[src/design/signed_int_seven_segment_lcd_writer_assert.svh]
// assertion macros for the seven-segment lcd writer
`ifndef SIGNED_INT_SEVEN_SEGMENT_LCD_WRITER_ASSERT_SVH
`define SIGNED_INT_SEVEN_SEGMENT_LCD_WRITER_ASSERT_SVH

// same-cycle implication
`define LCDW_ASSERT_NOW(label, clk, rst, cond, prop, msg) \
   label: assert property (@(posedge clk) disable iff (rst) (cond) |-> (prop)) \
      else $error(msg);

// next-cycle implication
`define LCDW_ASSERT_NEXT(label, clk, rst, cond, prop, msg) \
   label: assert property (@(posedge clk) disable iff (rst) (cond) |=> (prop)) \
      else $error(msg);

`endif

[src/design/lcdw_pkg.sv]
// types, constants and segment table for the seven-segment lcd writer
`timescale 1ns / 1ps

package lcdw_pkg;

   localparam int NUM_POS     = 6;
   localparam int NUM_DIGITS  = 5;
   localparam int CODE_W      = 7;
   localparam int FLAG_W      = 3;
   localparam int ADDR_W      = 4;
   localparam int DATA_W      = 8;
   localparam int FRAME_W     = 17;
   localparam int MAG_W       = 15;
   localparam int QUOT_W      = 12;
   localparam int RSP_TDATA_W = 32;

   localparam logic [2:0]        FRAME_HEAD = 3'b101;
   localparam logic [CODE_W-1:0] CODE_BLANK = 7'h00;
   localparam logic [CODE_W-1:0] CODE_MINUS = 7'h02;
   localparam logic [ADDR_W-1:0] LAST_ADDR  = 4'd10;
   localparam logic [2:0]        LAST_IDX   = 3'd5;
   localparam logic [2:0]        LAST_STEP  = 3'd4;
   localparam logic [14:0]       MAG_MAX    = 15'h7FFF;
   // floor(x / 10) == (x * RECIP_10) >> RECIP_SHIFT for any 16-bit x
   localparam logic [15:0]       RECIP_10    = 16'hCCCD;
   localparam int                RECIP_SHIFT = 19;

   typedef enum logic {
      KIND_NUMBER = 1'b0,
      KIND_LEVEL  = 1'b1
   } kind_type;

   typedef enum logic [1:0] {
      FE_IDLE,
      FE_CONV,
      FE_PUSH
   } front_state_type;

   typedef struct packed {
      kind_type                        kind;
      logic [FLAG_W-1:0]               flags;
      logic [NUM_POS-1:0][CODE_W-1:0]  codes;
   } entry_type;

   function automatic logic [CODE_W-1:0] digit_code(input logic [3:0] digit);
      logic [CODE_W-1:0] code;
      unique case (digit)
         4'd0:    code = 7'h7D;
         4'd1:    code = 7'h60;
         4'd2:    code = 7'h3E;
         4'd3:    code = 7'h7A;
         4'd4:    code = 7'h63;
         4'd5:    code = 7'h5B;
         4'd6:    code = 7'h5F;
         4'd7:    code = 7'h70;
         4'd8:    code = 7'h7F;
         4'd9:    code = 7'h7B;
         default: code = CODE_BLANK;
      endcase
      return code;
   endfunction

endpackage

[src/design/lcdw_front.sv]
// front end: accepts requests, converts integers to segment codes, decodes battery level
`timescale 1ns / 1ps

module lcdw_front (
   input  logic                clock,
   input  logic                reset,
   input  logic                req_tvalid,
   output logic                req_tready,
   input  logic                req_func,
   input  logic [15:0]         req_value,
   output logic                push_valid,
   input  logic                push_ready,
   output lcdw_pkg::entry_type push_entry
);

   lcdw_pkg::front_state_type state_ff, state_in;

   lcdw_pkg::kind_type                kind_ff, kind_in;
   logic                              neg_ff, neg_in;
   logic [lcdw_pkg::MAG_W-1:0]        mag_ff, mag_in;
   logic [lcdw_pkg::FLAG_W-1:0]       flags_ff, flags_in;
   logic [4*lcdw_pkg::NUM_DIGITS-1:0] digits_ff, digits_in;
   logic [2:0]                        cnt_ff, cnt_in;

   logic                              req_fire;
   logic [15:0]                       abs_value;
   logic [lcdw_pkg::MAG_W-1:0]        mag_clamped;
   logic [lcdw_pkg::FLAG_W-1:0]       level_flags;
   logic [30:0]                       product;
   logic [lcdw_pkg::QUOT_W-1:0]       quot;
   logic [lcdw_pkg::MAG_W-1:0]        quot_x10;
   logic [lcdw_pkg::MAG_W-1:0]        rem_full;
   logic [2:0]                        num_digits;
   logic [2:0]                        pad_digits;
   logic [4*lcdw_pkg::NUM_DIGITS-1:0] aligned;
   logic [lcdw_pkg::NUM_POS-1:0][lcdw_pkg::CODE_W-1:0] slot_codes;
   logic [lcdw_pkg::NUM_POS-1:0][lcdw_pkg::CODE_W-1:0] codes;

   assign req_fire = req_tvalid && req_tready;

   // clamp the magnitude so the most negative value shows as -32767
   assign abs_value   = req_value[15] ? (~req_value + 16'd1) : req_value;
   assign mag_clamped = abs_value[15] ? lcdw_pkg::MAG_MAX : abs_value[14:0];

   always_comb begin
      case (req_value)
         16'd3:   level_flags = 3'b111;
         16'd2:   level_flags = 3'b110;
         16'd1:   level_flags = 3'b100;
         default: level_flags = 3'b000;
      endcase
   end

   // one decimal digit per cycle by reciprocal multiply
   assign product  = 31'(mag_ff) * 31'(lcdw_pkg::RECIP_10);
   assign quot     = product[lcdw_pkg::RECIP_SHIFT +: lcdw_pkg::QUOT_W];
   assign quot_x10 = lcdw_pkg::MAG_W'({quot, 3'b000}) + lcdw_pkg::MAG_W'({quot, 1'b0});
   assign rem_full = mag_ff - quot_x10;

   // digit count: highest nonzero digit, at least one
   always_comb begin
      if (digits_ff[19:16] != 4'd0) begin
         num_digits = 3'd5;
      end else if (digits_ff[15:12] != 4'd0) begin
         num_digits = 3'd4;
      end else if (digits_ff[11:8] != 4'd0) begin
         num_digits = 3'd3;
      end else if (digits_ff[7:4] != 4'd0) begin
         num_digits = 3'd2;
      end else begin
         num_digits = 3'd1;
      end
   end

   assign pad_digits = 3'd5 - num_digits;
   assign aligned    = digits_ff << {pad_digits, 2'b00};

   // left-aligned slots, most significant digit first, blanks after
   always_comb begin
      for (int i = 0; i < lcdw_pkg::NUM_DIGITS; i++) begin
         if (3'(i) < num_digits) begin
            slot_codes[i] = lcdw_pkg::digit_code(aligned[4*(lcdw_pkg::NUM_DIGITS-1-i) +: 4]);
         end else begin
            slot_codes[i] = lcdw_pkg::CODE_BLANK;
         end
      end
      slot_codes[lcdw_pkg::NUM_POS-1] = lcdw_pkg::CODE_BLANK;
   end

   always_comb begin
      if (neg_ff) begin
         codes[0] = lcdw_pkg::CODE_MINUS;
         for (int p = 1; p < lcdw_pkg::NUM_POS; p++) begin
            codes[p] = slot_codes[p-1];
         end
      end else begin
         codes = slot_codes;
      end
   end

   assign push_entry.kind  = kind_ff;
   assign push_entry.flags = flags_ff;
   assign push_entry.codes = codes;

   always_comb begin
      state_in   = state_ff;
      kind_in    = kind_ff;
      neg_in     = neg_ff;
      mag_in     = mag_ff;
      flags_in   = flags_ff;
      digits_in  = digits_ff;
      cnt_in     = cnt_ff;
      push_valid = 1'b0;
      req_tready = 1'b0;
      unique case (state_ff)
         lcdw_pkg::FE_IDLE: begin
            req_tready = 1'b1;
         end
         lcdw_pkg::FE_CONV: begin
            mag_in    = lcdw_pkg::MAG_W'(quot);
            digits_in = {rem_full[3:0], digits_ff[19:4]};
            cnt_in    = cnt_ff + 3'd1;
            if (cnt_ff == lcdw_pkg::LAST_STEP) begin
               state_in = lcdw_pkg::FE_PUSH;
            end
         end
         lcdw_pkg::FE_PUSH: begin
            push_valid = 1'b1;
            req_tready = push_ready;
            if (push_ready) begin
               state_in = lcdw_pkg::FE_IDLE;
            end
         end
         default: begin
            state_in = lcdw_pkg::FE_IDLE;
         end
      endcase
      if (req_fire) begin
         kind_in  = req_func ? lcdw_pkg::KIND_LEVEL : lcdw_pkg::KIND_NUMBER;
         neg_in   = req_value[15];
         mag_in   = mag_clamped;
         flags_in = level_flags;
         cnt_in   = 3'd0;
         state_in = req_func ? lcdw_pkg::FE_PUSH : lcdw_pkg::FE_CONV;
      end
   end

   always_ff @(posedge clock) begin
      if (reset) begin
         state_ff <= lcdw_pkg::FE_IDLE;
      end else begin
         state_ff <= state_in;
      end
   end

   always_ff @(posedge clock) begin
      kind_ff   <= kind_in;
      neg_ff    <= neg_in;
      mag_ff    <= mag_in;
      flags_ff  <= flags_in;
      digits_ff <= digits_in;
      cnt_ff    <= cnt_in;
   end

endmodule

[src/design/lcdw_queue.sv]
// two-entry queue between the front end and the frame writer
`timescale 1ns / 1ps

module lcdw_queue (
   input  logic                clock,
   input  logic                reset,
   input  logic                push_valid,
   output logic                push_ready,
   input  lcdw_pkg::entry_type push_entry,
   output logic                pop_valid,
   input  logic                pop_ready,
   output lcdw_pkg::entry_type pop_entry
);

   lcdw_pkg::entry_type entries_ff [2];
   logic                wr_ptr_ff, wr_ptr_in;
   logic                rd_ptr_ff, rd_ptr_in;
   logic [1:0]          count_ff, count_in;
   logic                do_push;
   logic                do_pop;

   assign push_ready = (count_ff != 2'd2);
   assign pop_valid  = (count_ff != 2'd0);
   assign pop_entry  = entries_ff[rd_ptr_ff];

   assign do_push = push_valid && push_ready;
   assign do_pop  = pop_valid && pop_ready;

   always_comb begin
      wr_ptr_in = do_push ? ~wr_ptr_ff : wr_ptr_ff;
      rd_ptr_in = do_pop ? ~rd_ptr_ff : rd_ptr_ff;
      count_in  = count_ff + 2'(do_push) - 2'(do_pop);
   end

   always_ff @(posedge clock) begin
      if (reset) begin
         wr_ptr_ff <= 1'b0;
         rd_ptr_ff <= 1'b0;
         count_ff  <= 2'd0;
      end else begin
         wr_ptr_ff <= wr_ptr_in;
         rd_ptr_ff <= rd_ptr_in;
         count_ff  <= count_in;
      end
   end

   always_ff @(posedge clock) begin
      if (do_push) begin
         entries_ff[wr_ptr_ff] <= push_entry;
      end
   end

endmodule

[src/design/lcdw_back.sv]
// back end: holds display state and sends six write frames per request
`timescale 1ns / 1ps

module lcdw_back (
   input  logic                            clock,
   input  logic                            reset,
   input  logic                            pop_valid,
   output logic                            pop_ready,
   input  lcdw_pkg::entry_type             pop_entry,
   output logic                            rsp_tvalid,
   input  logic                            rsp_tready,
   output logic [lcdw_pkg::ADDR_W-1:0]     rsp_write_address,
   output logic [lcdw_pkg::DATA_W-1:0]     rsp_write_data,
   output logic [lcdw_pkg::FRAME_W-1:0]    rsp_frame,
   output logic                            rsp_tlast
);

   logic [lcdw_pkg::NUM_POS-1:0][lcdw_pkg::CODE_W-1:0] codes_ff, codes_in;
   logic [lcdw_pkg::FLAG_W-1:0] flags_ff, flags_in;
   logic                        busy_ff, busy_in;
   logic [2:0]                  idx_ff, idx_in;

   logic                        rsp_fire;
   logic                        run_done;
   logic [2:0]                  pos;
   logic                        flag;

   assign rsp_fire  = rsp_tvalid && rsp_tready;
   assign run_done  = rsp_fire && (idx_ff == lcdw_pkg::LAST_IDX);
   // next entry is taken as the last frame of a run leaves
   assign pop_ready = !busy_ff || run_done;

   // frame k shows position 5-k at address 2k
   assign pos  = lcdw_pkg::LAST_IDX - idx_ff;
   assign flag = (pos < 3'd3) ? flags_ff[pos[1:0]] : 1'b0;

   assign rsp_tvalid        = busy_ff;
   assign rsp_tlast         = (idx_ff == lcdw_pkg::LAST_IDX);
   assign rsp_write_address = {idx_ff, 1'b0};
   assign rsp_write_data    = {flag, codes_ff[pos]};
   assign rsp_frame         = {lcdw_pkg::FRAME_HEAD, 2'b00, rsp_write_address, rsp_write_data};

   always_comb begin
      codes_in = codes_ff;
      flags_in = flags_ff;
      busy_in  = busy_ff;
      idx_in   = idx_ff;
      if (rsp_fire) begin
         idx_in = idx_ff + 3'd1;
      end
      if (run_done) begin
         busy_in = 1'b0;
      end
      if (pop_valid && pop_ready) begin
         busy_in = 1'b1;
         idx_in  = 3'd0;
         if (pop_entry.kind == lcdw_pkg::KIND_LEVEL) begin
            flags_in = pop_entry.flags;
         end else begin
            codes_in = pop_entry.codes;
         end
      end
   end

   always_ff @(posedge clock) begin
      if (reset) begin
         codes_ff <= '0;
         flags_ff <= '0;
         busy_ff  <= 1'b0;
         idx_ff   <= 3'd0;
      end else begin
         codes_ff <= codes_in;
         flags_ff <= flags_in;
         busy_ff  <= busy_in;
         idx_ff   <= idx_in;
      end
   end

endmodule

[src/design/signed_int_seven_segment_lcd_writer.sv]
// top level of the signed integer seven-segment lcd writer
//
//  channel | direction | tdata                                      | tuser | tlast
//  req     | in        | [15:0] value                               | func  | -
//  rsp     | out       | [3:0] address, [11:4] data, [28:12] frame  | -     | last
//
// every request gives six frames, one per cycle while rsp_tready is high
// a number takes the front end through accept, one reciprocal-multiplier step per digit
// and push, a level through accept and push; the push cycle also accepts the next request
// sustained rate is bounded by the six frames the writer sends per request
// synchronous reset clears control state, segment codes and battery flags
// a two-entry queue lets the front end keep accepting while rsp stalls, until the queue is full
`timescale 1ns / 1ps
`include "signed_int_seven_segment_lcd_writer_assert.svh"

module signed_int_seven_segment_lcd_writer (
   input  logic                                clock,
   input  logic                                reset,
   input  logic                                req_tvalid,
   output logic                                req_tready,
   input  logic [15:0]                         req_tdata,   // [15:0] value
   input  logic                                req_tuser,   // [0] func
   output logic                                rsp_tvalid,
   input  logic                                rsp_tready,
   output logic [lcdw_pkg::RSP_TDATA_W-1:0]    rsp_tdata,   // [3:0] write_address, [11:4] write_data, [28:12] frame
   output logic                                rsp_tlast
);

   logic                            push_valid;
   logic                            push_ready;
   lcdw_pkg::entry_type             push_entry;
   logic                            pop_valid;
   logic                            pop_ready;
   lcdw_pkg::entry_type             pop_entry;
   logic [lcdw_pkg::ADDR_W-1:0]     write_address;
   logic [lcdw_pkg::DATA_W-1:0]     write_data;
   logic [lcdw_pkg::FRAME_W-1:0]    frame;

   lcdw_front u_front (
      .clock      (clock),
      .reset      (reset),
      .req_tvalid (req_tvalid),
      .req_tready (req_tready),
      .req_func   (req_tuser),
      .req_value  (req_tdata),
      .push_valid (push_valid),
      .push_ready (push_ready),
      .push_entry (push_entry)
   );

   lcdw_queue u_queue (
      .clock      (clock),
      .reset      (reset),
      .push_valid (push_valid),
      .push_ready (push_ready),
      .push_entry (push_entry),
      .pop_valid  (pop_valid),
      .pop_ready  (pop_ready),
      .pop_entry  (pop_entry)
   );

   lcdw_back u_back (
      .clock             (clock),
      .reset             (reset),
      .pop_valid         (pop_valid),
      .pop_ready         (pop_ready),
      .pop_entry         (pop_entry),
      .rsp_tvalid        (rsp_tvalid),
      .rsp_tready        (rsp_tready),
      .rsp_write_address (write_address),
      .rsp_write_data    (write_data),
      .rsp_frame         (frame),
      .rsp_tlast         (rsp_tlast)
   );

   assign rsp_tdata = {3'b000, frame, write_data, write_address};

   `LCDW_ASSERT_NOW(a_last_addr, clock, reset, rsp_tvalid && rsp_tlast, rsp_tdata[3:0] == lcdw_pkg::LAST_ADDR, "last frame not at address 10")
   `LCDW_ASSERT_NEXT(a_run_gapless, clock, reset, rsp_tvalid && rsp_tready && !rsp_tlast, rsp_tvalid, "gap inside a frame run")
   `LCDW_ASSERT_NEXT(a_addr_step, clock, reset, rsp_tvalid && rsp_tready && !rsp_tlast, rsp_tdata[3:0] == $past(rsp_tdata[3:0]) + 4'd2, "address did not step by two")

endmodule

[config.mk]
export PLATFORM = sky130hd
export DESIGN_NAME = signed_int_seven_segment_lcd_writer
export DESIGN_NICKNAME = d
export VERILOG_FILES = /design/src/design/lcdw_pkg.sv /design/src/design/lcdw_front.sv /design/src/design/lcdw_queue.sv /design/src/design/lcdw_back.sv /design/src/design/signed_int_seven_segment_lcd_writer.sv
export VERILOG_INCLUDE_DIRS = /design/src /design/src/design
export SDC_FILE = /design/constraint.sdc
export NUM_CORES = 1
export LEC_CHECK = 0
export ABC_AREA = 0
export ABC_CLOCK_PERIOD_IN_PS = 9400
export BUFFER_PORTS_ARGS = -buffer_cell sky130_fd_sc_hd__buf_2
export CAP_MARGIN = 20
export CORE_MARGIN = 8
export CORE_UTILIZATION = 60
export DETAILED_ROUTE_END_ITERATION = 12
export GPL_TIMING_DRIVEN = 0
export PLACE_DENSITY = 0.74
export SLEW_MARGIN = 20
export SYNTH_ARGS = -nofsm -noshare
export SYNTH_HDL_FRONTEND = slang
export SYNTH_SLANG_ARGS = --single-unit
[constraint.sdc]
create_clock -name clock -period 9.4 [get_ports clock]
set_input_delay 0.94 -clock clock [delete_from_list [all_inputs] [get_ports clock]]
set_output_delay 0.94 -clock clock [all_outputs]
set_load 0.1 [all_outputs]
Word-level counts from Yosys, hierarchy flattened
Memories as Yosys holds them, arrays and structs flattened. A register that Yosys moved wholly into a read port is not among the register bits.
Index checks and enable logic that the tools add are counted.

storage, ports and cells
  bits in registers = 98
  memory bits (writable) = 92
  ROM bits = 560
  bits of input ports = 21
  output and inout port bits = 35
  logic and storage cells = 112
  memories = 6

memories
  name                depth  bits a word  read ports  clocked after memory_dff  write ports  RTL line          RTL
  (name not given)    16     7            1           0                         0            lcdw_pkg.sv:47    unique case (digit)
  (name not given)    16     7            1           0                         0            lcdw_pkg.sv:47
  (name not given)    16     7            1           0                         0            lcdw_pkg.sv:47
  (name not given)    16     7            1           0                         0            lcdw_pkg.sv:47
  (name not given)    16     7            1           0                         0            lcdw_pkg.sv:47
  u_queue.entries_ff  2      46           1           1                         1            lcdw_queue.sv:15  lcdw_pkg::entry_type entries_ff [2];

operators by class
  add/sub/neg operators = 9
  multiply operators = 1
  $lt $le $gt $ge = 8
  eq/ne operators = 11
  shift-type cells = 1
  multiplexer cells = 34
  bitwise operators = 4
  reduce and logical (&&, ||, !) cells = 19

operators with widths
  operator                                                    number
  2-to-1 mux 15 bit                                           3
  2-to-1 mux 42 bit                                           1
  2-to-1 mux 7 bit                                            6
  equality test 16 x 2 -> 1 bit (second input constant)       2
  multiplier 15 x 16 -> 31 bit (second input constant)        1
  binary-select mux 7 bit (select 3 bit)                      1
  left shift 20 x 5 -> 20 bit                                 1
  adder 16 x 1 -> 16 bit (second input constant)              1
  equality test 16 x 1 -> 1 bit (second input constant)       1
  2-to-1 mux 16 bit                                           1
  inverter 16 bit                                             1
  nonzero test 4 bit                                          4
  2-to-1 mux 1 bit                                            10
  2-to-1 mux 2 bit                                            5
  2-to-1 mux 3 bit                                            3
  case mux 3 bit (3 select lines)                             1
  adder 3 x 1 -> 3 bit (second input constant)                2
  equality test 3 bit (second input constant)                 2
  less-than comparator 1 x 3 -> 1 bit (first input constant)  2
  less-than comparator 2 x 3 -> 1 bit (first input constant)  2
  inequality test 3 x 1 -> 1 bit (second input constant)      2
  case mux 2 bit (3 select lines)                             1
  nonzero test 2 bit                                          3
  subtractor 3 bit (first input constant)                     2
  22 further kinds                                            29

Logic depth before layout (Yosys ltp)
Gate-level depths: netlist (run 1).
An unclocked memory read counts as a cell.

  depth after elaboration = 10
  depth in mapped cells = 23
  depth with buffers taken out = 23

Cells and area by module
From an unflattened synthesis (run 1), not the netlist that was laid out.

second synthesis, totals
  cells, all modules = 1331
  area total of the unflattened synthesis = 14477.6 um2

by module, submodules not included
  module                               instances  cells each  area each (um2)  seq. area each (um2)
  lcdw_front                           1          879         7935.1           1301.2
  lcdw_queue                           1          167         3754.9           2862.7
  lcdw_back                            1          281         2761.4           980.9
  signed_int_seven_segment_lcd_writer  1          4           26.3             0.0

Worst setup path before layout (run 1)
No wires, ideal clock.

  path kind = register to register
  start point = reg u_front.mag_ff[13] in the netlist's numbering
  end point = reg u_front.mag_ff[9] in the netlist's numbering, data pin
  library setup time = 0.274 ns
  arrival time = 5.277 ns
  required time = 9.126 ns
  path slack = 3.849 ns
  stages on the path, launching flop included = 22
  buffers on the path = 0
  clock period less this slack = 5.551 ns
  cells stage by stage = edfxtp_1 > inv_1 > ha_1 > inv_1 > fa_1 > inv_1 > fa_1 > fa_1 > inv_1 > fa_1 > inv_1 > fa_1 > inv_1 > ha_1 > a21oi_1 > o21ai_0 > o41ai_1 > o211ai_1 > nand2_1 > o21ai_0 > a2111oi_0 > a211oi_1

on the way
  word-level cells in the longest chain between the ends = 3

RTL lines
  what                                RTL line           RTL
  from (decl)                         lcdw_front.sv:20   logic [lcdw_pkg::MAG_W-1:0] mag_ff, mag_in;
  from (signal assigned)              lcdw_front.sv:159  mag_ff <= mag_in;
  multiplier 15 x 16 -> 31 bit        lcdw_front.sv:55   assign product = 31'(mag_ff) * 31'(lcdw_pkg::RECIP_10);
  2-to-1 mux 15 bit                   lcdw_front.sv:115  unique case (state_ff)
  2-to-1 mux 15 bit                   lcdw_front.sv:138  if (req_fire) begin
  named net u_front.mag_in (one bit)  lcdw_front.sv:20

The timed path passes the listed nets, and every way through them passes these cells. The select of a mux whose other input is x is not followed.
A chain may end at the register's enable or synchronous reset.

Worst setup path in the final report (run 1)
  start point = reg u_front.mag_ff[0] in the netlist's numbering
  end point = reg u_front.digits_ff[19] in the netlist's numbering, data pin

on the way
  word-level cells in the longest chain between the ends = 3

RTL lines
  what                                  RTL line           RTL
  multiplier 15 x 16 -> 31 bit          lcdw_front.sv:55
  adder 4 bit                           lcdw_front.sv:57   assign quot_x10 = lcdw_pkg::MAG_W'({quot, 3'b000}) + lcdw_pkg::MAG_W'({quot, 1'b0});
  subtractor 4 bit *                    lcdw_front.sv:58   assign rem_full = mag_ff - quot_x10;
  named net u_front.rem_full (one bit)  lcdw_front.sv:32   logic [lcdw_pkg::MAG_W-1:0] rem_full;
  to (signal assigned)                  lcdw_front.sv:161  digits_ff <= digits_in;
  to (decl)                             lcdw_front.sv:22   logic [4*lcdw_pkg::NUM_DIGITS-1:0] digits_ff, digits_in;

Mark *: on every way through the listed nets, which the timed path passes. The rest lies on a longest branch.

==> results of run 1 <==
==> logic make-up (layout without fill, tap and decap cells) <==
group                      Yosys count  after routing  share of synthesized area (%)
AOI/OAI and AO/OA                  234            234                          11.78
xor gates and xnor gates            45             45                          3.060
adders and majority gates          215            215                          23.22
buffers and inverters              212            291                          6.739
DFF                                191            191                          38.59
muxes                               85             85                          7.076
other                                2             10                        0.05633
and+or+nand+nor                    257            257                          9.479
==> per-layer routing <==
layer | vias to the layer above | GRT usage [%] | wire length, um
li1 | 4509 | - | -
met1 | 4429 | 28.88 | 12910
met2 | 194 | 36.05 | 13800
met3 | 34 | 3.570 | 1373
met4 | 0 | 6.143 | 535
met5 | - | 0 | 0
==> per-stage QoR <==
| stage | util (%) | hold WS, ns | std cells | setup slack (ns) | area, sq um |
|---|---|---|---|---|---|
| after floorplan | - | 0.4215 | 1249 | 3.849 | 13360 |
| after global placement | 63.84 | 0.4234 | 1573 | 2.991 | 13930 |
| after detailed placement | 64.19 | 0.4315 | 1576 | 2.878 | 14010 |
| after CTS | 66.88 | 0.4463 | 1608 | 2.854 | 14600 |
| after global routing | 66.88 | 0.4566 | 1608 | 2.620 | 14600 |
| final | 66.88 | 0.4477 | 1608 | 2.871 | 14600 |
==> flip-flops by register name, indices dropped and copies added, names as in the netlist, named ones only <==
signal	flops
u_queue.entries_ff	92
u_back.codes_ff	42
u_front.digits_ff	20
u_front.mag_ff	15
u_back.flags_ff	3
u_back.idx_ff	3
u_front.cnt_ff	3
u_front.flags_ff	3
u_front.state_ff	2
u_queue.count_ff	2
u_back.rsp_tvalid	1
u_front.kind_ff	1
u_front.neg_ff	1
u_queue.rd_ptr_ff	1
u_queue.wr_ptr_ff	1
==> placed cells by master, fill, tap and decap left out, types with 5 or more instances in the layout <==
master	count
a21o_1	15
inv_1	143
inv_8	6
nand2_1	49
nand4_1	5
mux2i_1	74
o221ai_1	5
fa_1	54
nand2b_1	14
mux4_2	7
buf_1	12
a22oi_1	12
o22ai_1	15
o21ai_0	30
nor2b_1	6
or2_2	8
a211oi_1	47
xor2_1	19
nor2_1	106
edfxtp_1	132
and3_1	6
o31ai_1	6
buf_4	23
xnor2_1	25
clkbuf_1	25
o21ai_1	13
conb_1	10
and2_1	8
nor3_1	13
ha_1	161
buf_2	50
nand3_1	16
dfxtp_1	59
a21oi_1	51
clkbuf_16	18
==> area by class of cell <==
type	count	area, sq um
Multi-Input combinational cell	846	7327
Fill cell	1725	7227
Sequential cell	191	5145
Inverter	145	544.3
Clock buffer	19	454.2
Buffer	67	354.1
Tap cell	280	350.3
Timing Repair Buffer	47	287.8
Clock inverter	13	133.9
==> worst reg2reg max path, delay by kind of cell, from the launching register on <==
kind,cells,cell delay [ns]
fa+ha+maj,8,3.27
xor+xnor,2,0.82
buf+inv,4,0.35
simple gates,3,0.27
compound gates,5,1.07
flops,1,0.49
==> final timing paths <==
kind | end | depth (start not counted)
worst max-delay path | u_front.digits_ff[19] | 22
worst min-delay path | u_queue.entries_ff[1][42] | 0
worst max register to register | u_front.digits_ff[19] | 22
worst min register to register | u_queue.entries_ff[1][42] | 0
==> results.toml, run 1 <==
[placement]
gp_congestion = 0.9006
portBuffers = 44
place_hpwl_um = 22780

[logic_synthesis]
ys_top_cells_by_area = "edfxtp_1 (30%), ha_1 (15%), dfxtp_1 (8.9%), fa_1 (8.1%), mux2i_1 (5.6%)"
avgSynthCellArea_sq_um = 10.74
synth_edf_count = 132
ys_top_cells_by_count = "ha_1 (161), inv_1 (143), edfxtp_1 (132)"
yosysMostFrequentCell = "ha_1"
synth.distinct_cells = 75
yosysWarnings = 0
synth_flop_cell = "edfxtp_1"
synthArstFlopShare_pct = 0
yosysSeqAreaShare_pct = 38.59
synth_top_area_share_pct = 29.73
syn_inst = 1241
yosysTopAreaCell = "edfxtp_1"
synth_seq_cells = 191
synth_area_sq_um = 13330

[routing]
ant_nets = 0
avgViaCountPerCell = 5.700
num_vias = 9166
drtIter0Drc = 623
firstDrtPassIters = 5
wl_per_cell_um = 17.80
routed_wl_um = 28620
drc_errors = 0

[clock_tree]
post_cts_resized = 0
clk_pin_slew_worst_paths_ns = 0.07
cts_setup_buffers = 0
clkLatencyLatePin_ns = 0.43
tritoncts = "built"
clock-sinks = 191
h-tree-depth = 4
cts_max_path_buffers = 2
cts_root_buf = "clkbuf_16"
cts_hold_buf = 0
cts_buffers = 17

[critical_path]
timing.rr.start = "u_front.mag_ff[0]"
crit_arrival_ns = 6.70
required_ns = 9.57
worstPathCellList = "inv_1 -> ha_1 -> fa_1 -> inv_1 -> a21oi_1 -> nor2_1 -> ha_1 -> fa_1 -> inv_1 -> fa_1 -> fa_1 -> inv_1 -> ha_1 -> nand4_1 -> a211oi_1 -> o21ai_0 -> a21oi_1 -> nor2_1 -> xnor2_1 -> ha_1 -> a21oi_1 -> xnor3_1"
critPathLaunchType = "flop"
end_kind = "flop"
worst-path-buf-inv = 4
cpPeakStageDelay_ns = 0.54
worstSetupPathType = "flop to flop"
crit_fanout = 4
worstSetupStartpoint = "u_front.mag_ff[0]"
cp_top_family = "adder cells"
crit_slowest_cell = "fa_1"
reg2reg_slack_ns = 2.87

[global_route]
gr-total-overflow = 0
grt_pass1_wl_um = 46440
grt_pass1_vias = 9116
grt_max_degree = 33
antenna_found_initial = 0
grt_usage_pct = 21.70

[timing]
hold_violations = 0
clock.fmax_ghz = 0.1532
finClkSkew_ns = 0.01169
tns_ns = 0
slew_headroom_pct = 33.39
tightestPinTransition_ns = 0.9980
setup_viol = 0
drv_slew = 0
grt_setup_unrepaired = "false"
period_minus_slack_ns = 6.529
min_period_over_period_pct = 69.46

[hold_path]
min_from = "u_front.flags_ff[0]"
min-delay-path-class = "flop to flop"

[floorplan]
die_area_sq_um = 27240
row_count = 54
fp.dieH_um = 165.1
ios = 56
core_region_area_sq_um = 21820
die_w_um = 165.1
start_util_pct = 61.09

[status]
outcome = "complete, no violations"

[final_layout]
final_layout_size_suffix_gt1_share_pct = 11.14
area_delta_synth_final_pct = 9.489
diodes = 0
finalNetCount = 1551

[run]
maxCapViolCount = 0
Power of run 1 is left out: the tool's default activity adds up to more than one toggle a clock period on the data nets, which glitch-free logic cannot reach.
==> run 2, diff against run 1 <==
--- a/config.mk
+++ b/config.mk
@@ -6,15 +6,15 @@
 export SDC_FILE = /design/constraint.sdc
 export NUM_CORES = 1
 export LEC_CHECK = 0
-export ABC_AREA = 0
-export ABC_CLOCK_PERIOD_IN_PS = 9400
+export ABC_AREA = 1
+export ABC_CLOCK_PERIOD_IN_PS = 5700
 export BUFFER_PORTS_ARGS = -buffer_cell sky130_fd_sc_hd__buf_2
 export CAP_MARGIN = 20
 export CORE_MARGIN = 8
-export CORE_UTILIZATION = 60
+export CORE_UTILIZATION = 57
 export DETAILED_ROUTE_END_ITERATION = 12
 export GPL_TIMING_DRIVEN = 0
-export PLACE_DENSITY = 0.74
+export PLACE_DENSITY = 0.73
 export SLEW_MARGIN = 20
 export SYNTH_ARGS = -nofsm -noshare
 export SYNTH_HDL_FRONTEND = slang
==> constraint.sdc (replaced) <==
create_clock -name clock -period 5.7 [get_ports clock]
set_input_delay 0.57 -clock clock [delete_from_list [all_inputs] [get_ports clock]]
set_output_delay 0.57 -clock clock [all_outputs]
set_load 0.1 [all_outputs]
==> run 2 against run 1 <==
Clock-buffer cell count grew 2. Routed wire length grew 25%. Non-clock buffer count grew 30. Via count grew 25%. Sequential share of layout area shrank 3.3 points. Global-route usage grew 2.0 points. Critical path depth grew 7. Fmax grew 20%. Die area grew 12%. Area after synthesis grew 7.8%. Critical path type unchanged.
==> results.toml, run 2 <==
[timing]
slew_headroom_pct = 44.23
min_period_over_period_pct = 95.73
hold_violations = 0
fin_ws_ns = 0.2435
drv_slew = 0
setup_viol = 0
finClkSkew_ns = 0.01519
tightestPinTransition_ns = 0.8346
period_minus_slack_ns = 5.457
clock.fmax_ghz = 0.1833

[clock_tree]
cts_root_buf = "clkbuf_16"
tritoncts = "built"
clkLatencyLatePin_ns = 0.44
clk_pin_slew_worst_paths_ns = 0.08
h-tree-depth = 4
cts_buffers = 17
cts_max_path_buffers = 2
cts_hold_buf = 0
clock-sinks = 191

[logic_synthesis]
syn_inst = 1679
synth_top_area_share_pct = 27.59
avgSynthCellArea_sq_um = 8.556
yosysSeqAreaShare_pct = 35.81
yosysMostFrequentCell = "inv_1"
ys_top_cells_by_count = "inv_1 (294), nand2_1 (277), ha_1 (161)"
ys_top_cells_by_area = "edfxtp_1 (28%), ha_1 (14%), dfxtp_1 (8.2%), inv_1 (7.7%), fa_1 (7.5%)"
synth_area_sq_um = 14370
synth.distinct_cells = 49
synth_seq_cells = 191
synth_flop_cell = "edfxtp_1"
synth_edf_count = 132
yosysWarnings = 0
yosysTopAreaCell = "edfxtp_1"
synthArstFlopShare_pct = 0

[hold_path]
min-delay-path-class = "input port to flop"

[placement]
placed_area_sq_um = 15120
gp_congestion = 0.9214
portBuffers = 44
place_hpwl_um = 28280
place_ws_ns = -0.3736

[critical_path]
critPathLaunchType = "flop"
worstSetupPathType = "flop to flop"
end_kind = "flop"
crit_slowest_cell = "fa_1"
crit_arrival_ns = 5.66
cpPeakStageDelay_ns = 0.54
required_ns = 5.90
crit_fanout = 4

[routing]
avgViaCountPerCell = 5.418
ant_nets = 0
wl_per_cell_um = 16.83
drtIter0Drc = 823
routed_wl_um = 35670
drc_errors = 0
num_vias = 11480
firstDrtPassIters = 5

[status]
outcome = "complete, no violations"

[final_layout]
multi_input_area_sq_um = 7938
final_layout_size_suffix_gt1_share_pct = 13.14
reg.largest.list = "u_queue.entries_ff (92), u_back.codes_ff (42), u_front.digits_ff (20)"
seqCellArea_sq_um = 5145
layout_common_cells = "inv_1 (289), nand2_1 (276), ha_1 (150)"
layout_commonest_cell = "inv_1"
finalNetCount = 2012
fillers = 2074
area_delta_synth_final_pct = 12.16
max_flop_register = "u_queue.entries_ff"
largest_register_ffs = 92
design_area_sq_um = 16110
diodes = 0

[floorplan]
fp.dieH_um = 174.8
start_util_pct = 57.55
die_w_um = 174.8
ios = 56
row_count = 58
core_region_area_sq_um = 24960
die_area_sq_um = 30540

[run]
maxCapViolCount = 0

[global_route]
grt_max_degree = 27
grt_pass1_wl_um = 58200
grt_pass1_vias = 11740
grt_usage_pct = 23.65
gr-total-overflow = 0
antenna_found_initial = 0
==> run 2: metal layers <==
metal | vias to the layer above | share of wire, % | routed length (um) | track usage [%]
li1 | 5689 | - | - | -
met1 | 5456 | 40 | 14190 | 26.38
met2 | 253 | 53 | 18910 | 44.38
met3 | 82 | 3.1 | 1110 | 2.720
met4 | 0 | 4.1 | 1464 | 10.53
met5 | - | 0 | 0 | 0
==> run 2: what timing repair did <==
action	in CTS	in global routing
endpoints found under the setup margin	4	7
pin swaps	3	17
gates resized for setup	10	29
buffers inserted	10	13
==> run 2: logic make-up (layout without fill, tap and decap cells) <==
| logic type | Yosys count | after routing | synth area share, % |
|---|---|---|---|
| adder cells (fa/ha/maj) | 215 | 215 | 21.55 |
| other | 2 | 10 | 0.05228 |
| multiplexers | 22 | 22 | 1.716 |
| AND/OR/NAND/NOR | 591 | 591 | 17.89 |
| XOR/XNOR | 27 | 27 | 1.646 |
| AO/OA/AOI/OAI | 256 | 256 | 10.63 |
| buffers and inverters | 375 | 477 | 10.71 |
| flip-flops | 191 | 191 | 35.81 |
==> run 2: cell type report <==
class | instances | area share (%)
plain buffers | 74 | 2.539
multi-input cells | 1121 | 49.26
clock inverters | 11 | 0.6756
clock buffers | 21 | 3.122
repair buffers | 70 | 2.881
well taps | 330 | 2.563
flip-flops and latches | 191 | 31.93
inverters | 301 | 7.027
==> run 2: path summary, 6_finish.rpt <==
check                                      startpoint                     to  slack, ns  depth (start not counted)
worst min-delay path                        req_tuser        u_front.kind_ff       0.32                          1
worst min register to register  u_front.digits_ff[17]  u_front.digits_ff[13]       0.45                          0
worst max-delay path               u_front.mag_ff[13]  u_front.digits_ff[19]       0.24                         29
worst max register to register     u_front.mag_ff[13]  u_front.digits_ff[19]       0.24                         29
==> run 2: worst max-delay path: cells and delay by family, from the launching register on <==
family | cells | cell delay [ns]
fa+ha+maj | 8 | 3.15
simple gates | 9 | 0.66
buf+inv | 10 | 0.64
flops | 1 | 0.45
compound gates | 1 | 0.17
xor+xnor | 1 | 0.17
==> run 2: stage by stage <==
stage / hold slack [ns] / setup TNS, ns / util (%) / std cells
floorplan: 0.4215 / 0 / - / 1687
global placement: 0.4301 / -0.4005 / 60.20 / 2061
detailed placement: 0.4354 / -0.5515 / 60.57 / 2064
CTS: 0.3092 / 0 / 63.47 / 2106
global route: 0.3112 / -0.02745 / 64.54 / 2119
finish: 0.3223 / 0 / 64.54 / 2119
Power of run 2 is left out for the same reason.
